===== src/rtl/dfe_pkg.sv =====
`default_nettype none

package dfe_pkg;

   // Longest frame, markers included.
   localparam int MAX_FRAME_BYTES = 256;
   // Position counter must be able to hold MAX_FRAME_BYTES itself.
   localparam int POS_W = $clog2(MAX_FRAME_BYTES + 1);

   // Result queue: one item yields up to two words.
   localparam int FIFO_DEPTH = 4;
   localparam int PTR_W = $clog2(FIFO_DEPTH);
   localparam int CNT_W = $clog2(FIFO_DEPTH + 1);

   localparam int CSR_INDEX_W = 3;

   typedef enum logic [CSR_INDEX_W-1:0] {
      REG_START_LEN    = 3'd0,
      REG_START_FIRST  = 3'd1,
      REG_START_SECOND = 3'd2,
      REG_END_LEN      = 3'd3,
      REG_END_FIRST    = 3'd4,
      REG_END_SECOND   = 3'd5
   } csr_index_type;

   // Marker length code that selects two bytes; anything else means one.
   localparam logic [1:0] LEN_TWO = 2'd2;

   typedef struct packed {
      logic [1:0] start_len;
      logic [7:0] start_first;
      logic [7:0] start_second;
      logic [1:0] end_len;
      logic [7:0] end_first;
      logic [7:0] end_second;
   } cfg_type;

   typedef struct packed {
      logic [7:0] frame_byte;
      logic       frame_last;
      logic       frame_truncated;
   } result_type;

   // Words produced by one accepted item, oldest in res0.
   typedef struct packed {
      logic [1:0] count;
      result_type res0;
      result_type res1;
   } push_type;

endpackage

`default_nettype wire


===== src/rtl/dfe_csr.sv =====
`default_nettype none

module dfe_csr
   import dfe_pkg::*;
(
   input  wire logic                   clock,
   input  wire logic                   reset,
   input  wire logic                   csr_valid,
   output logic                        csr_ready,
   input  wire logic [CSR_INDEX_W-1:0] csr_index,
   input  wire logic [7:0]             csr_data,
   output cfg_type                     cfg
);

   cfg_type cfg_ff;

   assign csr_ready = 1'b1;
   assign cfg       = cfg_ff;

   always_ff @(posedge clock) begin
      if (reset) begin
         cfg_ff.start_len    <= 2'd1;
         cfg_ff.start_first  <= 8'd0;
         cfg_ff.start_second <= 8'd0;
         cfg_ff.end_len      <= 2'd1;
         cfg_ff.end_first    <= 8'd10;
         cfg_ff.end_second   <= 8'd0;
      end else if (csr_valid) begin
         case (csr_index_type'(csr_index))
            REG_START_LEN:    cfg_ff.start_len    <= csr_data[1:0];
            REG_START_FIRST:  cfg_ff.start_first  <= csr_data;
            REG_START_SECOND: cfg_ff.start_second <= csr_data;
            REG_END_LEN:      cfg_ff.end_len      <= csr_data[1:0];
            REG_END_FIRST:    cfg_ff.end_first    <= csr_data;
            REG_END_SECOND:   cfg_ff.end_second   <= csr_data;
            default: ;  // unmapped index: ignored
         endcase
      end
   end

endmodule

`default_nettype wire


===== src/rtl/dfe_core.sv =====
`default_nettype none

module dfe_core
   import dfe_pkg::*;
(
   input  wire logic       clock,
   input  wire logic       reset,
   input  wire logic       accept,
   input  wire logic [7:0] rx_byte,
   input  wire cfg_type    cfg,
   output push_type        push
);

   logic             inside_ff, inside_in;
   logic             first_ff, first_in;
   logic [POS_W-1:0] pos_ff, pos_in;
   logic [7:0]       prev_ff, prev_in;

   localparam logic [POS_W-1:0] MAX_POS = POS_W'(MAX_FRAME_BYTES);

   always_comb begin
      logic             two_start;
      logic             two_end;
      logic [POS_W-1:0] end_len;
      logic             closes;

      two_start = (cfg.start_len == LEN_TWO);
      two_end   = (cfg.end_len == LEN_TWO);
      end_len   = two_end ? POS_W'(2) : POS_W'(1);
      closes    = 1'b0;

      inside_in = inside_ff;
      first_in  = first_ff;
      pos_in    = pos_ff;
      prev_in   = prev_ff;

      push.count = 2'd0;
      push.res0  = '{frame_byte: rx_byte, frame_last: 1'b0, frame_truncated: 1'b0};
      push.res1  = '{frame_byte: rx_byte, frame_last: 1'b0, frame_truncated: 1'b0};

      if (accept) begin
         if (!inside_ff) begin
            // hunting for the start marker
            if (two_start) begin
               if (!first_ff) begin
                  if (rx_byte == cfg.start_first) first_in = 1'b1;
               end else if (rx_byte == cfg.start_second) begin
                  inside_in  = 1'b1;
                  pos_in     = POS_W'(2);
                  prev_in    = rx_byte;
                  push.count = 2'd2;
                  push.res0.frame_byte = cfg.start_first;
               end else if (rx_byte != cfg.start_first) begin
                  first_in = 1'b0;
               end
            end else if (rx_byte == cfg.start_first) begin
               inside_in  = 1'b1;
               pos_in     = POS_W'(1);
               prev_in    = rx_byte;
               push.count = 2'd1;
            end
         end else if (pos_ff >= MAX_POS - end_len) begin
            // overflow: byte dropped, end marker sent in its place
            inside_in = 1'b0;
            first_in  = 1'b0;
            pos_in    = '0;
            if (two_end) begin
               push.count = 2'd2;
               push.res0.frame_byte = cfg.end_first;
               push.res1 = '{frame_byte: cfg.end_second, frame_last: 1'b1,
                             frame_truncated: 1'b1};
               prev_in = cfg.end_second;
            end else begin
               push.count = 2'd1;
               push.res0 = '{frame_byte: cfg.end_first, frame_last: 1'b1,
                             frame_truncated: 1'b1};
               prev_in = cfg.end_first;
            end
         end else begin
            if (two_end) begin
               closes = (prev_ff == cfg.end_first) && (rx_byte == cfg.end_second);
            end else begin
               closes = (rx_byte == cfg.end_first);
            end
            push.count = 2'd1;
            push.res0.frame_last = closes;
            prev_in = rx_byte;
            if (closes) begin
               inside_in = 1'b0;
               first_in  = 1'b0;
               pos_in    = '0;
            end else begin
               pos_in = pos_ff + POS_W'(1);
            end
         end
      end
   end

   always_ff @(posedge clock) begin
      if (reset) begin
         inside_ff <= 1'b0;
         first_ff  <= 1'b0;
         pos_ff    <= '0;
         prev_ff   <= 8'd0;
      end else begin
         inside_ff <= inside_in;
         first_ff  <= first_in;
         pos_ff    <= pos_in;
         prev_ff   <= prev_in;
      end
   end

endmodule

`default_nettype wire


===== src/rtl/dfe_fifo.sv =====
`default_nettype none

module dfe_fifo
   import dfe_pkg::*;
(
   input  wire logic clock,
   input  wire logic reset,
   input  wire push_type push,
   output logic      space_two,
   output logic      rsp_valid,
   input  wire logic rsp_ready,
   output result_type head
);

   result_type       mem [FIFO_DEPTH];
   logic [PTR_W-1:0] wr_ptr_ff, wr_ptr_in;
   logic [PTR_W-1:0] rd_ptr_ff, rd_ptr_in;
   logic [CNT_W-1:0] count_ff, count_in;
   logic             pop;

   assign rsp_valid = (count_ff != '0);
   assign pop       = rsp_valid && rsp_ready;
   assign space_two = (count_ff <= CNT_W'(FIFO_DEPTH - 2));
   assign head      = mem[rd_ptr_ff];

   always_comb begin
      wr_ptr_in = wr_ptr_ff + PTR_W'(push.count);
      rd_ptr_in = rd_ptr_ff + PTR_W'(pop);
      count_in  = count_ff + CNT_W'(push.count) - CNT_W'(pop);
   end

   always_ff @(posedge clock) begin
      if (push.count != 2'd0) mem[wr_ptr_ff] <= push.res0;
      if (push.count == 2'd2) mem[wr_ptr_ff + PTR_W'(1)] <= push.res1;
   end

   always_ff @(posedge clock) begin
      if (reset) begin
         wr_ptr_ff <= '0;
         rd_ptr_ff <= '0;
         count_ff  <= '0;
      end else begin
         wr_ptr_ff <= wr_ptr_in;
         rd_ptr_ff <= rd_ptr_in;
         count_ff  <= count_in;
      end
   end

endmodule

`default_nettype wire


===== src/rtl/delimited_frame_extractor.sv =====
// channel   direction  ports                                  word
// req       in         req_valid/req_ready, req_rx_byte       one received byte
// rsp       out        rsp_valid/rsp_ready, rsp_frame_*       one frame byte + flags
// csr       in         csr_valid/csr_ready, csr_index/data    one register write
//
// One byte accepted per cycle while req_ready is high; its framing decision is
// made in the same cycle and its 0..2 output words land in a 4-entry result
// queue, whose registered head drives rsp. req_ready drops while the queue has
// fewer than two free entries, so req stalls once three words wait in the queue.
// csr_ready is always high; writes apply from the next byte on.
// Reset (synchronous, active high) clears framing state and queue, sets CSR defaults.
`default_nettype none

module delimited_frame_extractor
   import dfe_pkg::*;
(
   input  wire logic                   clock,
   input  wire logic                   reset,

   // byte input
   input  wire logic                   req_valid,
   output logic                        req_ready,
   input  wire logic [7:0]             req_rx_byte,

   // frame output
   output logic                        rsp_valid,
   input  wire logic                   rsp_ready,
   output logic [7:0]                  rsp_frame_byte,
   output logic                        rsp_frame_last,
   output logic                        rsp_frame_truncated,

   // register writes
   input  wire logic                   csr_valid,
   output logic                        csr_ready,
   input  wire logic [CSR_INDEX_W-1:0] csr_index,
   input  wire logic [7:0]             csr_data
);

   cfg_type    cfg;
   push_type   push;
   result_type head;
   logic       space_two;
   logic       accept;

   // accept only when the queue can absorb the worst case of two words
   assign req_ready = space_two;
   assign accept    = req_valid && req_ready;

   dfe_csr u_csr (
      .clock     (clock),
      .reset     (reset),
      .csr_valid (csr_valid),
      .csr_ready (csr_ready),
      .csr_index (csr_index),
      .csr_data  (csr_data),
      .cfg       (cfg)
   );

   // marker hunt, end match and overflow handling
   dfe_core u_core (
      .clock   (clock),
      .reset   (reset),
      .accept  (accept),
      .rx_byte (req_rx_byte),
      .cfg     (cfg),
      .push    (push)
   );

   // decouples the two-word bursts from the one-word output channel
   dfe_fifo u_fifo (
      .clock     (clock),
      .reset     (reset),
      .push      (push),
      .space_two (space_two),
      .rsp_valid (rsp_valid),
      .rsp_ready (rsp_ready),
      .head      (head)
   );

   assign rsp_frame_byte      = head.frame_byte;
   assign rsp_frame_last      = head.frame_last;
   assign rsp_frame_truncated = head.frame_truncated;

endmodule

`default_nettype wire


===== config.mk =====
export PLATFORM = sky130hd
export DESIGN_NAME = delimited_frame_extractor
export DESIGN_NICKNAME = d
export VERILOG_FILES = /design/src/rtl/dfe_pkg.sv /design/src/rtl/dfe_csr.sv /design/src/rtl/dfe_core.sv /design/src/rtl/dfe_fifo.sv /design/src/rtl/delimited_frame_extractor.sv
export SDC_FILE = /design/constraint.sdc
export NUM_CORES = 1
export LEC_CHECK = 0
export BUFFER_PORTS_ARGS = -buffer_cell sky130_fd_sc_hd__buf_2
export CAP_MARGIN = 0
export CORE_UTILIZATION = 35
export CTS_CLUSTER_DIAMETER = 120
export DETAILED_ROUTE_END_ITERATION = 7
export PLACE_DENSITY = 0.6
export SLEW_MARGIN = 20
export SYNTH_ARGS = -nofsm -noshare
export SYNTH_HDL_FRONTEND = slang
export SYNTH_SLANG_ARGS = --single-unit
export TNS_END_PERCENT = 10

===== constraint.sdc =====
create_clock -name clock -period 8.6 [get_ports clock]
set_clock_uncertainty 0.05 [all_clocks]
set_input_delay 0.86 -clock clock [delete_from_list [all_inputs] [get_ports clock]]
set_output_delay 0.86 -clock clock [all_outputs]
set_load 0.02 [all_outputs]

==> results_dict.tcl, run 1 <==
set metrics [dict create \
    rsz0062_at_grt "false" \
    wl_per_cell_um 17.7 \
    num_rows 45 \
    power.leakage_nw 2.29 \
    period_share_pct 52.5 \
    cts_tree "yes" \
    drt_wl_total_um 13600 \
    drt_first_iter_violations 336 \
    postCtsSetupBuffers 0 \
    drc 0 \
    syn_area_per_cell_um2 9.71 \
    synthArstFlopShare_pct 0 \
    insertion_delay_ns 0.36 \
    maxCapViolations 0 \
    place_congestion 0.839 \
    die_h_um 127 \
    yosysWarnings 0 \
    startpoint_type "flop" \
    netlist_instances 560 \
    ant_nets 0 \
    synth_top_cell_area_share_pct 22.8 \
    slew_headroom_pct 27.8 \
    start_util_pct 35.8 \
    area_growth_pct 10.2 \
    max_freq_mhz 222 \
    clk_pin_slew_ns 0.07 \
    synth.area.top_cells "dfxtp_1, edfxtp_1, mux2i_1, nand2_1, a21oi_1" \
    run_status "finished, final reports clean" \
    dr_total_vias 4090 \
    ys_seq_elements 102 \
    final_cell_mix "nand2_1, dfxtp_1, a21oi_1" \
    ios 37 \
    cts_htree_levels 3 \
    hold_class "flop to flop" \
    synth_cell_types 53 \
    worstPathBufferInverterCount 2 \
    yosysTopAreaCell "dfxtp_1" \
    syn-num-nets 592 \
    drive_gt1_share_pct 12.8 \
    setup-tns-final_ns 0 \
    crit_type "flop to flop" \
    worstHoldPathCells 2 \
    final-max-slew-violation-count 0 \
    cts_root_buffer "clkbuf_16" \
    synth_edf_count 40 \
    die_area_um2 16000 \
    overflow 0 \
    reg2reg_from "u_csr.cfg[17]" \
    antenna_cells 0 \
    critical-path-top-delay-family "simple AND/OR/NAND/NOR gates" \
    vias_per_cell 5.34 \
    cp.required_ns 8.74 \
    synth_flop_cell "dfxtp_1" \
    grt_max_degree 58 \
    cp_max_fo 15 \
    antenna_found_initial 0 \
    ys_seq_area_share_pct 44.9 \
    mostFrequentLayoutCell "nand2_1" \
    holdWs_ns 0.416 \
    grt_pass1_wl_um 21800 \
    grt.total_usage_pct 17.8 \
    core_area_um2 15200 \
    portBuffers 35 \
    crit_path_cell_trace "nor2b_1 -> inv_1 -> ha_1 -> nand2b_1 -> a31oi_1 -> or3_1 -> nand2b_4 -> inv_2 -> ha_1 -> fa_1 -> xnor2_1 -> xnor2_1 -> nor2_1" \
    holdCritStartpoint "u_core.prev_ff[7]" \
    dp_hpwl_um 9870 \
    reg2reg_slack_ns 4.09 \
    final_nets 605 \
    cts_buffer_depth 2 \
    final-hold-violation-count 0 \
    power-per-cell-area_nw_per_um2 189 \
    period_needed_ns 4.51 \
    grt_pass1_vias 3947 \
    peakVddDrop_v 0.000144 \
    worstRegToRegCells 13 \
    slowest_delay_ns 0.79 \
    finalSetupViolations 0 \
    fp.dieW_um 127 \
    cp_data_arrival_time_ns 4.65 \
    syn-cell-area_um2 5440 \
    regToRegEndpoint "u_fifo.count_ff[2]" \
    worstMarginPinSlew_ns 1.08 \
    cpMaxStageDelayCell "nor2b_1" \
    whs_endpoint "u_core.prev_ff[7]" \
    dr.pass1.iters 5 \
    cts_resized 0 \
    holdBufCountCts 0 \
    numCtsBuffers 9 \
    end_kind "flop" \
    clock-sinks 102 \
]
## metrics by stage
step / util [%] / power, W / area [µm²] / instances / setup slack (ns)
floorplan: - / 0.000696 / 5440 / 560 / 5.15
CTS: 39.3 / 0.00114 / 5970 / 766 / 4.07
global route: 39.4 / 0.00118 / 5990 / 766 / 3.77
finish: 39.4 / 0.00113 / 5990 / 766 / 4.09
global placement: 37.4 / 0.000745 / 5690 / 750 / 4.09
detailed placement: 37.4 / 0.000754 / 5690 / 750 / 4.10
## worst register-to-register path: stages, from the launching register on
cell and delay, ns:
dfxtp_1 0.34, nor2b_1 0.79, inv_1 0.41, ha_1 0.38
nand2b_1 0.14, a31oi_1 0.30, or3_1 0.56, nand2b_4 0.15
inv_2 0.11, ha_1 0.26, fa_1 0.44, xnor2_1 0.18
xnor2_1 0.16, nor2_1 0.07
## kinds of logic (layout without fill, tap and decap cells)
group	Yosys count	in the layout	share of synthesized area (%)
muxes	54	54	12.2
AOI/OAI and AO/OA	106	106	12.3
xor gates and xnor gates	45	45	7.25
adders and majority gates	8	8	1.98
and+or+nand+nor	198	198	17.2
other	1	1	0.0690
DFF	102	102	44.9
buffers and inverters	46	64	3.98
## state kept, by name, indices dropped and copies added, names as in the netlist
| signal | cells |
|---|---|
| u_core.inside_ff | 1 |
| u_fifo.wr_ptr_ff | 2 |
| u_core.prev_ff | 8 |
| u_core.first_ff | 1 |
| u_fifo.count_ff | 3 |
| u_core.pos_ff | 9 |
| u_fifo.rd_ptr_ff | 2 |
| u_csr.cfg | 36 |
| u_fifo.mem | 40 |
## power breakdown
group | leakage, nW | switching [W] | internal (W) | total, W
sequential | 0.855 | 0.0000299 | 0.000514 | 0.000544
combinational | 1.30 | 0.000105 | 0.0000894 | 0.000195
clock | 0.132 | 0.000193 | 0.000199 | 0.000392
total | 2.29 | 0.000328 | 0.000803 | 0.00113
## area by class of cell
| type | instances | area [µm²] |
|---|---|---|
| Clock buffer | 9 | 225 |
| Tap cell | 188 | 235 |
| Sequential cell | 102 | 2440 |
| Multi-Input combinational cell | 412 | 2800 |
| Clock inverter | 7 | 56.3 |
| Inverter | 11 | 41.3 |
| Fill cell | 1487 | 9210 |
| Timing Repair Buffer | 37 | 190 |
## metal layers
| metal | routed length (µm) | global-route usage (%) | vias to the layer above |
|---|---|---|---|
| met4 | 249 | 6.80 | 0 |
| li1 | - | - | 2017 |
| met5 | 0 | 0 | - |
| met1 | 6410 | 23.7 | 1940 |
| met3 | 613 | 3.08 | 15 |
| met2 | 6290 | 28.8 | 118 |
## worst max path at each step
| stage | startpoint | end | slack [ns] | cells after the start |
|---|---|---|---|---|
| after floorplan | req_rx_byte[6] | u_fifo.mem[0][0] | 5.15 | 7 |
| after global placement | u_csr.cfg[17] | u_fifo.mem[2][6] | 4.09 | 9 |
| after detailed placement | u_csr.cfg[17] | u_fifo.count_ff[2] | 4.10 | 13 |
| after CTS | u_csr.cfg[17] | u_fifo.count_ff[2] | 4.07 | 13 |
| after global routing | u_csr.cfg[17] | u_fifo.count_ff[2] | 3.77 | 13 |
| final | u_csr.cfg[17] | u_fifo.count_ff[2] | 4.09 | 13 |
## cells in the mapped netlist, drive strengths merged (3+ instances only)
| library cell | instances |
|---|---|
| nand2 | 107 |
| dfxtp | 62 |
| a21oi | 53 |
| mux2i | 44 |
| edfxtp | 40 |
| xnor2 | 29 |
| nand3 | 21 |
| buf | 18 |
| clkbuf | 17 |
| xor2 | 16 |
| nor2 | 15 |
| o21ai | 13 |
| inv | 11 |
| mux4 | 10 |
| o211ai | 10 |
| a22o | 8 |
| nand2b | 8 |
| nand4 | 8 |
| nor2b | 8 |
| ha | 7 |
| nor3 | 6 |
| or3 | 6 |
| and3 | 5 |
| nor4 | 5 |
| o41ai | 4 |
| a32oi | 3 |
Power figures use the tool's default switching activity.
==> run 2: changes to the inputs <==
- clock period: 8.6 -> 4.7 ns (I/O delays scaled with it)
==> run 2 against run 1 <==
Via count is 1.3% higher. Core utilization rose by 0.082 points. Setup slack worse by 2.8 ns. Non-clock buffer count is 5 higher. Flip-flop and latch count is the same. Count of clock-buffer cells in the layout rose by 1. Die area did not move. Design area grew 0.21%. Routed wire length shrank 2.1%. Register-to-register slack got worse by 2.8 ns.
==> results_dict.tcl, run 2 (synthesis results as in run 1) <==
set metrics [dict create \
    critical-path-top-delay-family "adder cells" \
    antenna_cells 0 \
    worstPathBufferInverterCount 3 \
    wl_per_cell_um 17.2 \
    reg2reg_slack_ns 1.29 \
    clock-sinks 102 \
    final_cell_mix "nand2_1, dfxtp_1, a21oi_1" \
    area_growth_pct 10.4 \
    insertion_delay_ns 0.35 \
    run_status "finished, final reports clean" \
    grt_pass1_vias 4085 \
    drt_wl_total_um 13300 \
    postCtsSetupBuffers 0 \
    startpoint "u_csr.cfg[17]" \
    cp_data_arrival_time_ns 3.56 \
    finalSetupViolations 0 \
    maxCapViolations 0 \
    overflow 0 \
    cts_tree "yes" \
    drc 0 \
    grt_max_degree 58 \
    cts_buffer_depth 2 \
    drive_gt1_share_pct 13.0 \
    crit_type "flop to flop" \
    place_congestion 0.816 \
    setup.worst_path.end "u_fifo.count_ff[2]" \
    place_area_um2 5730 \
    vias_per_cell 5.38 \
    max_flop_register "u_fifo.mem" \
    instances_no_fill 771 \
    dr.pass1.iters 4 \
    hold_class "input port to flop" \
    power.leakage_nw 2.32 \
    drt_first_iter_violations 301 \
    power-per-cell-area_nw_per_um2 341 \
    final_util_pct 39.5 \
    holdBufCountCts 0 \
    die_area_um2 16000 \
    slew_headroom_pct 26.1 \
    post-place-cells 755 \
    cts_htree_levels 3 \
    end_kind "flop" \
    total_power_w 0.00205 \
    ios 37 \
    clk_pin_slew_ns 0.07 \
    final_nets 610 \
    cp.required_ns 4.85 \
    grt_pass1_wl_um 21900 \
    fin_area_um2 6000 \
    final-max-slew-violation-count 0 \
    cts_root_buffer "clkbuf_16" \
    ant_nets 0 \
    period_share_pct 72.5 \
    setup-tns-final_ns 0 \
    worstMarginPinSlew_ns 1.10 \
    cts_resized 0 \
    core_area_um2 15200 \
    mostFrequentLayoutCell "nand2_1" \
    final-hold-violation-count 0 \
    rsz0062_at_grt "false" \
    start_util_pct 35.8 \
    cpMaxStageDelayCell "fa_1" \
    numCtsBuffers 9 \
    period_needed_ns 3.41 \
    reg2reg_from "u_csr.cfg[17]" \
    dp_hpwl_um 9780 \
    crit_path_cell_trace "nor2b_1 -> buf_4 -> inv_1 -> ha_1 -> nand2b_1 -> a31oi_1 -> or3_1 -> nand2b_4 -> inv_2 -> ha_1 -> fa_1 -> xnor2_1 -> xnor2_1 -> nor2_1" \
    cp_max_fo 15 \
    fp.dieW_um 127 \
    slowest_delay_ns 0.43 \
    portBuffers 35 \
    crit_cells 14 \
    die_h_um 127 \
    num_rows 45 \
    max_freq_mhz 294 \
    worstRegToRegCells 14 \
    grt.total_usage_pct 17.7 \
    regToRegEndpoint "u_fifo.count_ff[2]" \
    startpoint_type "flop" \
    dr_total_vias 4145 \
    antenna_found_initial 1 \
    peakVddDrop_v 0.000253 \
    largest_reg_flops 40 \
]
[run 2: layer usage]
metal,part of all wire (%),wire length (µm),track usage [%]
met1,46,6040,22.7
met2,49,6460,29.6
met3,4.5,596,3.63
met4,1.3,173,5.88
met5,0.060,8,0
[run 2: worst min-delay path: stages]
cell and delay [ns]:
buf_2 0.12, nand2_1 0.06, a21oi_1 0.05
[run 2: report_power, final]
part / internal [W] / total, W / switching (W)
Sequential: 0.000941 / 0.000998 / 0.0000565
Combinational: 0.000162 / 0.000349 / 0.000186
Clock: 0.000371 / 0.000701 / 0.000330
Total: 0.00147 / 0.00205 / 0.000572
[run 2: stage by stage]
step / setup WS [ns] / hold slack, ns
floorplan: 1.48 / 0.395
global placement: 1.44 / 0.406
detailed placement: 1.33 / 0.408
CTS: 1.31 / 0.338
global route: 0.978 / 0.354
finish: 1.29 / 0.344
[run 2: cell type report]
cell class	instances	area, µm²
Clock buffer	10	239
Inverter	11	41.3
Multi-Input combinational cell	412	2780
Tap cell	188	235
Clock inverter	6	35.0
Fill cell	1512	9200
Sequential cell	102	2440
Timing Repair Buffer	42	228
[run 2: how the worst min path moves through the flow]
stage / startpoint / end / cells after the start
after global routing: csr_data[2] / u_csr.cfg[2] / 3
after CTS: csr_data[7] / u_csr.cfg[33] / 3
after detailed placement: u_core.prev_ff[5] / u_core.prev_ff[5] / 2
after floorplan: u_csr.cfg[16] / u_csr.cfg[16] / 2
after global placement: u_core.prev_ff[0] / u_core.prev_ff[0] / 2
final: csr_data[7] / u_csr.cfg[7] / 3
